**config.mk**
```make
export PLATFORM = sky130hd
export DESIGN_NAME = double_to_integer_convert
export DESIGN_NICKNAME = d
export VERILOG_FILES = /design/src/d2i_pkg.sv /design/src/double_to_integer_convert.sv /design/src/d2i_decode.sv /design/src/d2i_shift.sv /design/src/d2i_fixup.sv
export SDC_FILE = /design/constraint.sdc
export NUM_CORES = 1
export LEC_CHECK = 0
export BUFFER_PORTS_ARGS = -buffer_cell sky130_fd_sc_hd__buf_2
export CORE_MARGIN = 3
export CORE_UTILIZATION = 31
export CTS_CLUSTER_SIZE = 12
export DETAILED_ROUTE_END_ITERATION = 8
export HOLD_SLACK_MARGIN = 0.05
export PLACE_DENSITY_LB_ADDON = 0.05
export SYNTH_ARGS = -nofsm -noshare
export SYNTH_HDL_FRONTEND = slang
export SYNTH_HIERARCHICAL = 1
export SYNTH_SLANG_ARGS = --single-unit
```
**constraint.sdc**
```tcl
create_clock -name i_clk -period 2.5 [get_ports i_clk]
set_clock_uncertainty 0.05 [all_clocks]
set_input_delay 0.25 -clock i_clk [delete_from_list [all_inputs] [get_ports i_clk]]
set_output_delay 0.25 -clock i_clk [all_outputs]
set_load 0.01 [all_outputs]
```
**src/d2i_pkg.sv**
```systemverilog
// Package: shared types and constants for the double to integer converter.
`timescale 1ns / 1ps

package d2i_pkg;

    localparam logic [10:0] EXP_ONE     = 11'h3FF;
    localparam logic [10:0] EXP_MAX_S32 = 11'd1053;
    localparam logic [10:0] EXP_MAX_MID = 11'd1085;
    localparam logic [10:0] EXP_MAX_U64 = 11'd1086;
    localparam logic [5:0]  SHIFT_BASE  = 6'h3E;

    localparam logic [63:0] UPPER_S32 = 64'hFFFF_FFFF_8000_0000;
    localparam logic [63:0] UPPER_S64 = 64'h8000_0000_0000_0000;
    localparam logic [63:0] LOWER_U32 = 64'h0000_0000_FFFF_FFFF;

    typedef struct packed {
        logic [63:0] pre;
        logic [5:0]  shift;
        logic        neg;
        logic        ovf;
        logic        unf;
        logic        sgn_mode;
        logic        w32;
    } t_dec;

    typedef struct packed {
        logic [63:0] mag;
        logic        neg;
        logic        ovf;
        logic        unf;
        logic        sgn_mode;
        logic        w32;
    } t_mag;

    typedef struct packed {
        logic [63:0] result;
        logic        ovf;
        logic        unf;
    } t_res;

endpackage

```
**src/double_to_integer_convert.sv**
```systemverilog
// Top level: three-stage double to 64-bit integer converter.
`timescale 1ns / 1ps

// Converts one IEEE double word per cycle to a 64-bit integer, truncating toward
// zero, with overflow and underflow flags. Three register stages: decode/range
// check, a 64-bit barrel shift, and the negate/upper-bit fixup. A word accepted
// passes through the decode, shift and fixup registers in that order before it
// is valid on the output. Every stage has its own valid bit and holds its
// word under backpressure, so bubbles close up and a stall at the output
// neither drops nor repeats a word.

module double_to_integer_convert (
    input  logic        i_clk,
    input  logic        i_rst_n,
    input  logic        i_valid,
    output logic        o_ready,
    input  logic [63:0] i_operand_bits,
    input  logic        i_signed_mode,
    input  logic        i_word32,
    output logic        o_valid,
    input  logic        i_ready,
    output logic [63:0] o_integer_result,
    output logic        o_overflow_flag,
    output logic        o_underflow_flag
);
    import d2i_pkg::*;

    logic dec_valid;
    logic dec_ready;
    t_dec dec_data;
    logic mag_valid;
    logic mag_ready;
    t_mag mag_data;
    t_res res_data;

    d2i_decode u_decode (
        .i_clk          (i_clk),
        .i_rst_n        (i_rst_n),
        .i_valid        (i_valid),
        .o_ready        (o_ready),
        .i_operand_bits (i_operand_bits),
        .i_signed_mode  (i_signed_mode),
        .i_word32       (i_word32),
        .o_valid        (dec_valid),
        .i_ready        (dec_ready),
        .o_data         (dec_data)
    );

    d2i_shift u_shift (
        .i_clk   (i_clk),
        .i_rst_n (i_rst_n),
        .i_valid (dec_valid),
        .o_ready (dec_ready),
        .i_data  (dec_data),
        .o_valid (mag_valid),
        .i_ready (mag_ready),
        .o_data  (mag_data)
    );

    d2i_fixup u_fixup (
        .i_clk   (i_clk),
        .i_rst_n (i_rst_n),
        .i_valid (mag_valid),
        .o_ready (mag_ready),
        .i_data  (mag_data),
        .o_valid (o_valid),
        .i_ready (i_ready),
        .o_data  (res_data)
    );

    assign o_integer_result = res_data.result;
    assign o_overflow_flag  = res_data.ovf;
    assign o_underflow_flag = res_data.unf;

endmodule

```
**src/d2i_decode.sv**
```systemverilog
// Stage 1: field unpack, shift amount and range checks.
`timescale 1ns / 1ps

module d2i_decode (
    input  logic          i_clk,
    input  logic          i_rst_n,
    input  logic          i_valid,
    output logic          o_ready,
    input  logic [63:0]   i_operand_bits,
    input  logic          i_signed_mode,
    input  logic          i_word32,
    output logic          o_valid,
    input  logic          i_ready,
    output d2i_pkg::t_dec o_data
);
    import d2i_pkg::*;

    logic        r_valid;
    t_dec        r_data;
    t_dec        n_data;
    logic [10:0] expo;
    logic [10:0] emax;
    logic        neg;
    logic        ovf;

    always_comb begin
        expo = i_operand_bits[62:52];
        neg  = i_operand_bits[63];
        if (i_word32) begin
            emax = i_signed_mode ? EXP_MAX_S32 : EXP_MAX_MID;
        end else begin
            emax = (i_signed_mode || neg) ? EXP_MAX_MID : EXP_MAX_U64;
        end
        ovf              = expo > emax;
        n_data.pre       = {(expo != 11'd0), i_operand_bits[51:0], 11'd0};
        n_data.shift     = SHIFT_BASE - expo[5:0];
        n_data.neg       = neg;
        n_data.ovf       = ovf;
        n_data.unf       = !ovf && (expo < EXP_ONE);
        n_data.sgn_mode  = i_signed_mode;
        n_data.w32       = i_word32;
    end

    assign o_ready = !r_valid || i_ready;

    always_ff @(posedge i_clk) begin
        if (!i_rst_n) begin
            r_valid <= 1'b0;
        end else if (o_ready) begin
            r_valid <= i_valid;
        end
        if (o_ready && i_valid) begin
            r_data <= n_data;
        end
    end

    assign o_valid = r_valid;
    assign o_data  = r_data;

endmodule

```
**src/d2i_shift.sv**
```systemverilog
// Stage 2: barrel shift of the aligned significand.
`timescale 1ns / 1ps

module d2i_shift (
    input  logic          i_clk,
    input  logic          i_rst_n,
    input  logic          i_valid,
    output logic          o_ready,
    input  d2i_pkg::t_dec i_data,
    output logic          o_valid,
    input  logic          i_ready,
    output d2i_pkg::t_mag o_data
);
    import d2i_pkg::*;

    logic r_valid;
    t_mag r_data;
    t_mag n_data;

    always_comb begin
        n_data.mag      = (i_data.ovf || i_data.unf) ? 64'd0 : (i_data.pre >> i_data.shift);
        n_data.neg      = i_data.neg;
        n_data.ovf      = i_data.ovf;
        n_data.unf      = i_data.unf;
        n_data.sgn_mode = i_data.sgn_mode;
        n_data.w32      = i_data.w32;
    end

    assign o_ready = !r_valid || i_ready;

    always_ff @(posedge i_clk) begin
        if (!i_rst_n) begin
            r_valid <= 1'b0;
        end else if (o_ready) begin
            r_valid <= i_valid;
        end
        if (o_ready && i_valid) begin
            r_data <= n_data;
        end
    end

    assign o_valid = r_valid;
    assign o_data  = r_data;

endmodule

```
**src/d2i_fixup.sv**
```systemverilog
// Stage 3: sign apply and upper-bit forcing into the output register.
`timescale 1ns / 1ps

module d2i_fixup (
    input  logic          i_clk,
    input  logic          i_rst_n,
    input  logic          i_valid,
    output logic          o_ready,
    input  d2i_pkg::t_mag i_data,
    output logic          o_valid,
    input  logic          i_ready,
    output d2i_pkg::t_res o_data
);
    import d2i_pkg::*;

    logic        r_valid;
    t_res        r_data;
    t_res        n_data;
    logic        rsign;
    logic [63:0] res;

    always_comb begin
        rsign = (i_data.neg || i_data.ovf) && !i_data.unf;
        res   = i_data.neg ? (~i_data.mag + 64'd1) : i_data.mag;
        if (i_data.sgn_mode) begin
            if (rsign) begin
                res = res | (i_data.w32 ? UPPER_S32 : UPPER_S64);
            end
        end else begin
            if (i_data.w32) begin
                res = res & LOWER_U32;
            end else if (i_data.ovf) begin
                res = res | UPPER_S64;
            end
        end
        n_data.result = res;
        n_data.ovf    = i_data.ovf;
        n_data.unf    = i_data.unf;
    end

    assign o_ready = !r_valid || i_ready;

    always_ff @(posedge i_clk) begin
        if (!i_rst_n) begin
            r_valid <= 1'b0;
        end else if (o_ready) begin
            r_valid <= i_valid;
        end
        if (o_ready && i_valid) begin
            r_data <= n_data;
        end
    end

    assign o_valid = r_valid;
    assign o_data  = r_data;

endmodule

```
Word-level counts from Yosys, hierarchy flattened --
Cells that the tools add are included.
Operators by class: add/sub/neg operators 2, $mul 0, divide/modulo/power cells 0, $lt $le $gt $ge 2, eq/ne operators 0, shift operators 1, mux-type cells 9, bitwise gates (word level) 2, reductions and logical operators 17
Operator list (number):
- $mux W64 | 5
- $add A64 B1 Y64 const B | 1
- $not A64 Y64 | 1
- $or A64 B64 Y64 | 1
- $shr A64 B6 Y64 | 1
- $mux W63 | 1
- $gt A11 B11 Y1 | 1
- $lt A11 B10 Y1 const B | 1
- $mux W11 | 1
- $reduce_bool A11 Y1 | 1
- $logic_or A1 B1 Y1 | 6
- $mux W6 | 1
- $sub A6 B6 Y6 const A | 1
- $logic_and A1 B1 Y1 | 5
- $logic_not A1 Y1 | 5
- $mux W2 | 1
Word-level totals: flip-flop bits (word level) 202, latch bits 0, RAM bits 0, bits in read-only memories 0, input port bits 70, output and inout bits 68, word-level logic and storage cells 52, memories 0

Logic depth before layout (Yosys ltp) --
Gate-level depths: netlist of run 1.
depth after elaboration 6, depth in mapped cells 10, mapped depth without buffers 8

By module --
Netlist of run 1, hierarchy kept.
Modules (own cells, without submodules):
- d2i_shift | instances 1, cells an instance 675, area each 7262.0 sq um, seq. area each 2092.0 sq um
- d2i_fixup | instances 1, cells an instance 356, area each 3908.7 sq um, seq. area each 2001.9 sq um
- d2i_decode | instances 1, cells an instance 111, area each 2284.7 sq um, seq. area each 1941.9 sq um

Worst setup path after synthesis of run 1 --
OpenSTA, ideal clock, no wires.
path kind flip-flop to flip-flop, start register u_fixup.r_valid (netlist: u_fixup/o_valid), end register u_decode.r_data (netlist bit u_decode/o_data[0]), enable pin, setup time 0.429 ns, data arrival time 2.253 ns, required time 2.021 ns, setup slack -0.232 ns, cell stages (with the launch flop) 5, path buffers 0, clock period less this slack 2.732 ns, cell sequence dfxtp_1 -> nand2b_1 -> nand2b_1 -> nand2b_1 -> and2_1
On the way: longest elaborated chain between the ends 5
RTL lines:
- start: declaration | RTL line d2i_fixup.sv:16 | logic r_valid;
- start signal: assignment | RTL line d2i_fixup.sv:47 | r_valid <= i_valid;
- $logic_not A1 Y1 | RTL line d2i_fixup.sv:41 | assign o_ready = !r_valid || i_ready;
- $logic_or A1 B1 Y1 | RTL line d2i_fixup.sv:41
- named net mag_ready | RTL line double_to_integer_convert.sv:32 | logic mag_ready;
- $logic_or A1 B1 Y1 | RTL line d2i_shift.sv:29 | assign o_ready = !r_valid || i_ready;
- named net dec_ready | RTL line double_to_integer_convert.sv:29 | logic dec_ready;
- $logic_or A1 B1 Y1 | RTL line d2i_decode.sv:44 | assign o_ready = !r_valid || i_ready;
- named net o_ready | RTL line double_to_integer_convert.sv:16 | output logic o_ready,
- $logic_and A1 B1 Y1 | RTL line d2i_decode.sv:52 | if (o_ready && i_valid) begin
- end signal: assignment | RTL line d2i_decode.sv:53 | r_data <= n_data;
- end: declaration | RTL line d2i_decode.sv:19 | t_dec r_data;
The timed path passes the listed nets, and every way through them passes these cells. A chain may end at the register's enable or synchronous reset.

Final worst setup path of run 1 --
start register u_shift.r_data (netlist bit u_shift/o_data[56]), end register u_fixup.r_data (netlist bit u_fixup/o_data[61]) (data pin)
On the way: longest elaborated chain between the ends 6, elaborated cells between the ends (all ways) 8, classes of those cells add/sub (1); mux (5); bitwise (2)
RTL lines:
- start: declaration | RTL line d2i_shift.sv:17 | t_mag r_data;
- start signal: assignment | RTL line d2i_shift.sv:38 | r_data <= n_data;
- $not A64 Y64 * | RTL line d2i_fixup.sv:24 | res = i_data.neg ? (~i_data.mag + 64'd1) : i_data.mag;
- $add A64 B1 Y64 * | RTL line d2i_fixup.sv:24
- $mux W64 * | RTL line d2i_fixup.sv:24
- $mux W64 / $or A64 B64 Y64 (equally long branches) | RTL line d2i_fixup.sv:32, d2i_fixup.sv:27
- $mux W64, on equally long branches | RTL line d2i_fixup.sv:30, d2i_fixup.sv:26
- $mux W64 * | RTL line d2i_fixup.sv:25 | if (i_data.sgn_mode) begin
- named net u_fixup.res[59] | RTL line d2i_fixup.sv:20 | logic [63:0] res;
- end signal: assignment | RTL line d2i_fixup.sv:50 | r_data <= n_data;
- end: declaration | RTL line d2i_fixup.sv:17 | t_res r_data;
Mark *: on every way through the listed nets, which the timed path passes. The rest lies on a longest branch.

==> flow_summary.ini, run 1 <==
[routing]
wl_met1_um = 21600
routed_wl_um = 48700
dr.pass1.iters = 5
antenna_left = 0
dr_total_vias = 11675
top_layer = met4
wl_per_cell_um = 21.6
via_per_inst = 5.18
routed-wl-met3_um = 2040
route.detailed.drc = 0
first_iter_violations = 822
wl_met2_um = 23500

[flow_run]
cap_violations = 0

[worst_setup_path]
setup.worst_path.start_class = flip-flop
critPathBufInv = 0
cp-end-kind = flip-flop
crit_family = simple AND/OR/NAND/NOR gates
cpPeakStageDelay_ps = 560
crit_arrival_ps = 2880
cp_max_fo = 3
required_ps = 2740
crit_type = flip-flop to flip-flop
crit_cells = 6
crit_chain = or4_4 -> or4_4 -> or3_4 -> o41ai_4 -> xor2_1 -> a21oi_1
cp_common_cell = or4_4
cp_slowest_cell = or4_4
worstRegToRegCells = 6

[power]
powerDensity_mw_per_mm2 = 521
p_total_mw = 10.5
leakage_nw = 7.67
ir_worst_vdd_mv = 0.471

[die]
core_area_sq_mm = 0.0424
initial_utilization_pct = 31.7
die-area_sq_mm = 0.0459
die_w_um = 214
row_count = 75
die_height_um = 214
num_io_pins = 138

[synth]
synth_top_cell_area_share_pct = 44.4
ys.flop_type = edfxtp_1
synth_cells = 1142
synth_edf_count = 199
ys_warn_count = 6
avgSynthCellArea_sq_um = 11.8
ys_types = 78
yosys.area.top_type = edfxtp_1
synth_seq_area_share_pct = 44.9
netlist_area_sq_mm = 0.0135
synth_area_leaders = edfxtp_1 (44%), mux4_2 (14%), mux2i_1 (4.1%)
ys_ff_latch = 202
ys_async_sr_fraction_pct = 0

[clocking]
h-tree-depth = 1
cts_buffer_depth = 3
cts_root_buf = clkbuf_16
path_clk_slew_ps = 60
numCtsBuffers = 24
clock_sinks = 202
insertion_delay_ps = 550
cts_tree = done

[timing]
max_slew_margin_pct = 55.3
fin_crit_ps = 2650
finalMaxSlewViolations = 0
fmax_ghz = 0.378
hold_viol_final = 0
final.period_utilization_pct = 106
final.setup.worst_slack_ps = -145
setup_viol = 20
tightest_slew_ps = 668
rsz0062_at_grt = yes
worst_hold_slack_ps = 115

[hold_path]
hp-class = input port to flip-flop
hold_path_depth = 3

[layout]
fillers = 4000
area.growth.synth_to_final_pct = 49.0
final_cells = 2253
multiInputGateArea_sq_mm = 0.00789
num_antenna_cells = 0
drive_above_1_share_pct = 48.2
fin_nets = 1734
seqCellArea_sq_mm = 0.00604

[global_route]
grt_pass1_wl_um = 73700
grt_antenna_before_repair = 0
grt_pass1_vias = 11821
grt_max_degree = 78
grt.overflow.total = 0
grtUsageTotal_pct = 20.6

[place]
place_inst = 2103
portBuffers = 137
place.gp.congestion = 0.903
place_hpwl_um = 37100

[run_status]
status = finished, violations left
violations = negative setup slack
placed cells by master (no fill, tap or decap), drive strengths merged, types with 17 or more instances in the layout:
master,instances
dlygate4sd3,69
edfxtp,199
mux2i,55
nor3,28
mux2,30
mux4,85
buf,506
xnor2,33
o21ai,53
nand3,29
a21oi,65
nor2,54
or3,17
xor2,27
nand2,123
clkbuf,29
timing repair:
action | 4_1_cts | 5_1_grt
setup buffers | 13 | 22
hold buffers | 69 | 0
gates resized for setup | 119 | 141
pin swaps | 24 | 67
endpoints found under the hold margin | 66 | 0
endpoints found under the setup margin | 59 | 80
gates cloned | 3 | 1
area by class of cell:
type,count,area share [%]
Clock buffer,29,3.09
Clock inverter,15,0.562
Inverter,16,0.299
Multi-Input combinational cell,839,39.3
Sequential cell,202,30.1
Tap cell,577,3.60
Timing Repair Buffer,575,23.0
per-stage QoR:
step           utilization [%]  worst slack [ps]  area [sq um]  setup TNS, ps
2_1_floorplan                -              -153         13500           -157
3_3_place_gp              40.4              -304         17100          -5090
3_5_place_dp              40.4              -260         17100          -5290
4_1_cts                   45.3              -132         19200          -1040
5_1_grt                   47.3              -233         20100          -4590
6_report                  47.3              -145         20100          -1160
Yosys cell counts (14+ instances only):
master	instances
nand2_1	123
nand2b_1	15
mux4_2	82
a21oi_1	65
mux2_2	28
buf_2	22
mux2i_1	55
or3_1	16
nor3_1	25
edfxtp_1	199
buf_4	16
o21ai_0	51
a22oi_1	16
nor2b_1	14
o31ai_1	16
clkbuf_1	41
xor2_1	27
nor2_1	54
nand3_1	29
o41ai_1	14
xnor2_1	33
where the power goes:
group	total, mW	internal [mW]	switching [mW]	leakage (nW)
Combinational	3.11	1.59	1.52	5.41
Sequential	4.07	3.93	0.139	1.90
Clock	3.27	1.87	1.40	0.354
registers in the layout (all words and copies together) (netlist names):
name	cells
u_decode/o_valid	1
u_decode/o_data	64
u_shift/o_data	69
u_fixup/o_valid	1
u_fixup/o_data	66
u_shift/o_valid	1
tightest hold or removal path: cells and delay by family:
kind,cells,cell delay [ps]
XOR/XNOR,1,80
buffers and inverters,1,130
AND/OR/NAND/NOR,1,80
routing by layer:
| metal | vias up | GRT usage, % |
|---|---|---|
| li1 | 5535 | - |
| met1 | 5736 | 28.1 |
| met2 | 333 | 34.1 |
| met3 | 71 | 2.55 |
| met4 | 0 | 6.88 |
| met5 | - | 0 |
kinds of logic (layout without fill, tap and decap cells):
kind of cell	count (synthesis)	in the layout	synth area share, %
simple gates	336	336	12.5
compound gates	256	256	12.8
flops	202	202	44.9
mux	170	170	21.0
buf+inv	111	635	4.40
xor+xnor	60	60	3.91
fa+ha+maj	6	6	0.558
other cells	1	11	0.0279
worst paths after layout:
path / startpoint / endpoint / slack [ps]
worst min register to register: u_decode/o_data[4]$_DFFE_PP_ / u_shift/o_data[4]$_DFFE_PP_ / 380
worst max register to register: u_shift/o_data[56]$_SDFFCE_PP0P_ / u_fixup/o_data[61]$_DFFE_PP_ / -150
worst max-delay path: u_shift/o_data[56]$_SDFFCE_PP0P_ / u_fixup/o_data[61]$_DFFE_PP_ / -150
worst min-delay path: i_operand_bits[53] / u_decode/o_data[8]$_DFFE_PP_ / 120
Power figures use the tool's default switching activity.
==> run 2: changes to the inputs <==
--- a/config.mk
+++ b/config.mk
@@ -12,7 +12,7 @@
 export DETAILED_ROUTE_END_ITERATION = 8
 export HOLD_SLACK_MARGIN = 0.05
 export PLACE_DENSITY_LB_ADDON = 0.05
+export SKIP_LAST_GASP = 1
 export SYNTH_ARGS = -nofsm -noshare
 export SYNTH_HDL_FRONTEND = slang
-export SYNTH_HIERARCHICAL = 1
 export SYNTH_SLANG_ARGS = --single-unit
==> flow_summary.ini, run 2 <==
[timing]
fmax_ghz = 0.395
fin_crit_ps = 2530
final.setup.worst_slack_ps = -30.6
final.period_utilization_pct = 101
hold_viol_final = 0
tightest_slew_ps = 914
max_slew_margin_pct = 38.8
setup_viol = 2
worst_hold_slack_ps = 97.4
rsz0062_at_grt = yes
finalMaxSlewViolations = 0

[place]
place.gp.congestion = 0.939
place_hpwl_um = 30700
portBuffers = 137
dpl_worst_slack_ps = -150
place_inst = 1851

[layout]
layout_commonest_cell = buf_4
area.growth.synth_to_final_pct = 46.8
layout_common_cells = buf_4 (230), edfxtp_1 (199), buf_2 (137)
multiInputGateArea_sq_mm = 0.00601
num_antenna_cells = 0
final_cells = 1984
drive_above_1_share_pct = 41.0
seqCellArea_sq_mm = 0.00604
fillers = 3490
fin_nets = 1539
largest_register_ffs = 69

[die]
num_io_pins = 138
die-area_sq_mm = 0.0403
initial_utilization_pct = 31.8
row_count = 70
die_w_um = 201
core_area_sq_mm = 0.0370
die_height_um = 201

[synth]
ys_types = 73
avgSynthCellArea_sq_um = 11.4
muxShareOfSynthArea_pct = 11.5
synth_edf_count = 199
synth_xor_area_share_pct = 4.39
yosys.area.top_type = edfxtp_1
synth_top_cell_area_share_pct = 50.8
ys_async_sr_fraction_pct = 0
ys_warn_count = 0
synth_fp_nets = 1108
yosys.area_share.simple_pct = 12.3
ys_top_cells_by_count = edfxtp_1 (199), nor2_1 (90), nand2_1 (79)
yosysMostFrequentCell = edfxtp_1
synth-compound-area-share_pct = 17.0
synth_area_leaders = edfxtp_1 (51%), mux2i_1 (5.2%), mux4_2 (3.4%)
synth_top_family_by_area = compound AO/OA/AOI/OAI gates
synth_seq_area_share_pct = 51.3
netlist_area_sq_mm = 0.0118
ys.flop_type = edfxtp_1
synth_fa_ha_area_share_pct = 0.638
ys_ff_latch = 202
synth_cells = 1032

[worst_setup_path]
critPathBufInv = 2
cp-end-kind = flip-flop
crit_type = flip-flop to flip-flop
cp_slowest_cell = or4_4
required_ps = 2730
cp_max_fo = 7
cp_common_cell = buf_4
worstRegToRegCells = 8
setup.worst_path.start_class = flip-flop
crit_chain = or4_4 -> nor3_2 -> buf_4 -> buf_4 -> nand3_1 -> o41a_1 -> xnor2_1 -> a21oi_1
crit_cells = 8
cpPeakStageDelay_ps = 580
crit_arrival_ps = 2760
crit_family = simple AND/OR/NAND/NOR gates

[global_route]
grtUsageTotal_pct = 19.0
grt_pass1_vias = 10114
grt_antenna_before_repair = 0
grt_max_degree = 68
grt.overflow.total = 0
grt_pass1_wl_um = 60700

[clocking]
cts_root_buf = clkbuf_16
insertion_delay_ps = 550
path_clk_slew_ps = 60
h-tree-depth = 1
cts_buffer_depth = 3
clock_sinks = 202
numCtsBuffers = 25
cts_tree = done

[routing]
routed_wl_um = 40000
dr_total_vias = 10185
wl_per_cell_um = 20.2
dr.pass1.iters = 7
route.detailed.drc = 0
via_per_inst = 5.13
first_iter_violations = 671
antenna_left = 0

[power]
p_seq_share_pct = 38.4
comb_power_share_pct = 28.7
p_int_mw = 7.67
leakage_nw = 6.52
powerDensity_mw_per_mm2 = 627
ir_worst_vdd_mv = 0.487
p_sw_share_pct = 29.3
p_clk_share_pct = 32.9
switchingPower_mw = 3.17

[flow_run]
cap_violations = 0

[hold_path]
hp-class = input port to flip-flop
hold_path_depth = 3

[run_status]
status = finished, violations left
violations = negative setup slack
run 2: changes by cell type in the layout (fill, tap and decap cells not counted), moves of 13 or more:
cell,previous run,this run
nor2_1,51,78
mux4_2,84,18
buf_4,311,230
nand2_1,117,75
buf_6,27,14
o21ai_0,23,39
run 2: layer usage:
layer  part of all wire (%)  vias to the layer above  wire length [um]  global-route usage (%)
met5                      0                        -                 0                       0
met4                    3.4                        0              1350                    6.30
met3                    4.2                       74              1690                    2.81
met2                     47                      275             18800                    31.1
met1                     46                     4910             18200                    26.0
li1                       -                     4926                 -                       -
run 2: worst register-to-register path, delay by kind of cell, from the launching register on:
| kind | cells | cell delay [ps] |
|---|---|---|
| buffers and inverters | 2 | 320 |
| flip-flops | 1 | 400 |
| AND/OR/NAND/NOR | 3 | 830 |
| XOR/XNOR | 1 | 170 |
| AO/OA/AOI/OAI | 2 | 500 |
run 2: final cells by class:
type                    instances  share of cell area, %
clock buffers                  28                   3.68
clock inverters                16                  0.970
inverters                      13                  0.282
multi-input cells             748                   34.8
flip-flops and latches        202                   34.9
well taps                     504                   3.65
repair buffers                473                   21.7
run 2: final timing paths:
| check | from | end | slack (ps) |
|---|---|---|---|
| setup reg to reg | u_shift.o_data[29]$_SDFFCE_PP0P_ | u_fixup.o_data[64]$_DFFE_PP_ | -30 |
| hold reg to reg | u_decode.o_data[0]$_DFFE_PP_ | u_shift.o_data[0]$_DFFE_PP_ | 400 |
| hold / removal | i_operand_bits[53] | u_decode.o_data[8]$_DFFE_PP_ | 100 |
| setup / recovery | u_shift.o_data[29]$_SDFFCE_PP0P_ | u_fixup.o_data[64]$_DFFE_PP_ | -30 |
run 2: logic make-up (layout without fill, tap and decap cells):
kind of cell	count (synthesis)	in the layout
buffers and inverters	82	530
XOR/XNOR	59	59
adder cells (fa/ha/maj)	6	6
AND/OR/NAND/NOR	292	292
multiplexers	109	109
flip-flops	202	202
AO/OA/AOI/OAI	282	282
run 2: stage by stage:
| step | instance area, sq um | util, % | power [mW] | TNS [ps] |
|---|---|---|---|---|
| finish | 17300 | 46.7 | 10.8 | -31.3 |
| global route | 17300 | 46.7 | 11.3 | -2730 |
| CTS | 16500 | 44.6 | 10.7 | -137 |
| detailed placement | 14900 | 40.3 | 6.91 | -1510 |
| global placement | 14900 | 40.3 | 6.92 | -1470 |
| floorplan | 11800 | - | 5.48 | 0 |
run 2: what timing repair did:
item                                   4_1_cts  5_1_grt
pin swaps                                    5       34
hold buffers                                68        0
gates resized for setup                     17      131
cloned                                       0        6
endpoints found under the hold margin       66        0
buffers inserted                             3       13
setup endpoints to repair                   32       74
run 2: power by group through the flow:
stage               registers, mW  logic, mW  clock network [mW]
floorplan                    4.20       1.28                   0
detailed placement           4.22       2.69                   0
CTS                          4.15       2.80                3.71
finish                       4.16       3.12                3.57
global placement             4.22       2.70                   0
global route                 4.19       3.32                3.83
==> run 3: changes to the inputs <==
==> constraint.sdc (replaced) <==
create_clock -name i_clk -period 2.88 [get_ports i_clk]
set_clock_uncertainty 0.05 [all_clocks]
set_input_delay 0.144 -clock i_clk [delete_from_list [all_inputs] [get_ports i_clk]]
set_output_delay 0.144 -clock i_clk [all_outputs]
set_load 0.01 [all_outputs]
==> flow_summary.ini, run 3 (synthesis results as in run 2) <==
[worst_setup_path]
r2r_end = u_fixup.o_data[52]$_DFFE_PP_
crit_chain = inv_1 -> ha_1 -> or3b_2 -> nor4b_2 -> buf_4 -> nand4_2 -> o41ai_4 -> xor2_1 -> a21oi_1
crit_type = flip-flop to flip-flop
setup.worst_path.start_class = flip-flop
cp-end-kind = flip-flop
crit_arrival_ps = 3010
required_ps = 3100
reg2reg_slack_ps = 100
cp_slowest_cell = or3b_2
r2r-start = u_shift.o_data[6]$_SDFFCE_PP0P_
cp_max_fo = 4
worstRegToRegCells = 9
cpPeakStageDelay_ps = 510

[clocking]
cts_root_buf = clkbuf_16
cts_buffer_depth = 3
path_clk_slew_ps = 60
cts_tree = done
insertion_delay_ps = 540
clock_sinks = 202
numCtsBuffers = 24
h-tree-depth = 1

[layout]
drive_above_1_share_pct = 27.2
num_antenna_cells = 0
area.growth.synth_to_final_pct = 29.8
fin_nets = 1390
layout_common_cells = edfxtp_1 (199), buf_2 (137), buf_4 (107)
fillers = 3628
layout_commonest_cell = edfxtp_1
largest_register_ffs = 69

[run_status]
status = completed

[die]
die_w_um = 201
num_io_pins = 138
die_height_um = 201
die-area_sq_mm = 0.0403
initial_utilization_pct = 31.8
row_count = 70
core_area_sq_mm = 0.0370

[global_route]
grt_pass1_wl_um = 59800
grt_max_degree = 68
grt_pass1_vias = 9751
grt.overflow.total = 0
grtUsageTotal_pct = 18.7
grt_antenna_before_repair = 0

[power]
powerDensity_mw_per_mm2 = 553
leakage_nw = 5.55
ir_worst_vdd_mv = 0.415

[timing]
tightest_slew_ps = 722
rsz0062_at_grt = yes
fin_crit_ps = 2780
setup_viol = 0
tns_ps = 0
worst_hold_slack_ps = 96.6
max_slew_margin_pct = 51.8
fmax_ghz = 0.359
final.period_utilization_pct = 96.6
finalMaxSlewViolations = 0
hold_viol_final = 0

[place]
portBuffers = 137
place.gp.congestion = 0.920
place_hpwl_um = 29400

[routing]
first_iter_violations = 709
via_per_inst = 5.19
wl_per_cell_um = 20.7
dr_total_vias = 9522
dr.pass1.iters = 5
routed_wl_um = 38000
route.detailed.drc = 0
antenna_left = 0

[hold_path]
hp-class = input port to flip-flop
min_to = u_decode.o_data[6]$_DFFE_PP_
hold_path_depth = 4
hold_start = i_operand_bits[53]

[flow_run]
cap_violations = 0
run 3: cell count changes in the layout (fill, tap and decap cells not counted), sizes merged:
cell	before	now
buf	400	253
clkinv	12	8
dlygate4sd3	68	72
bufinv	3	1
clkbuf	33	31
clkinvlp	1	2
inv	13	12
run 3: how the worst max path moves through the flow:
stage	cells after the start	start	end
2_1_floorplan	2	u_fixup.o_valid$_SDFFE_PN0P_	u_shift.o_data[0]$_DFFE_PP_
3_3_place_gp	9	u_shift.o_data[6]$_SDFFCE_PP0P_	u_fixup.o_data[50]$_DFFE_PP_
3_5_place_dp	9	u_shift.o_data[6]$_SDFFCE_PP0P_	u_fixup.o_data[50]$_DFFE_PP_
4_1_cts	9	u_shift.o_data[6]$_SDFFCE_PP0P_	u_fixup.o_data[50]$_DFFE_PP_
5_1_grt	9	u_shift.o_data[6]$_SDFFCE_PP0P_	u_fixup.o_data[50]$_DFFE_PP_
6_report	9	u_shift.o_data[6]$_SDFFCE_PP0P_	u_fixup.o_data[52]$_DFFE_PP_
run 3: stage by stage:
stage	setup WS, ps	cells	power, mW	util, %	cell area [sq um]
floorplan	-46.1	1032	4.75	-	11800
global placement	123	1720	5.65	37.3	13800
detailed placement	79.8	1720	5.64	37.3	13800
CTS	71.0	1833	8.55	41.2	15300
global route	-87.6	1833	8.88	41.2	15300
finish	96.7	1833	8.45	41.2	15300
run 3: what timing repair did:
item                                    CTS  global route
endpoints found under the setup margin    0             7
resized for setup                         0             1
hold buffers                             72             0
setup buffers                             0             0
endpoints found under the hold margin    69             0
run 3: report_power, final:
group,switching (mW),internal [mW]
sequential,0.146,3.47
combinational,1.16,0.891
clock,1.16,1.62
run 3: layout make-up:
| cell class | instances | area (sq um) | area share, % |
|---|---|---|---|
| timing repair buffer | 325 | 2390 | 15.6 |
| clock buffer | 31 | 627 | 4.10 |
| multi-input combinational | 748 | 5450 | 35.7 |
| inverter | 13 | 48.8 | 0.319 |
| tap | 504 | 631 | 4.13 |
| clock inverter | 10 | 93.8 | 0.614 |
| sequential | 202 | 6040 | 39.5 |
run 3: routing by layer:
| layer | track usage (%) | part of all wire [%] | vias up |
|---|---|---|---|
| li1 | - | - | 4613 |
| met1 | 25.5 | 45 | 4527 |
| met2 | 30.6 | 47 | 309 |
| met3 | 2.68 | 4.9 | 73 |
| met4 | 6.05 | 3.3 | 0 |
| met5 | 0 | 0 | - |
run 3: worst max-delay path: cells and delay by family, from the launching register on:
family	cells	cell delay (ps)
xor gates and xnor gates	1	190
AOI/OAI and AO/OA	2	470
and+or+nand+nor	3	980
buffers and inverters	2	250
DFF	1	420
adders and majority gates	1	150
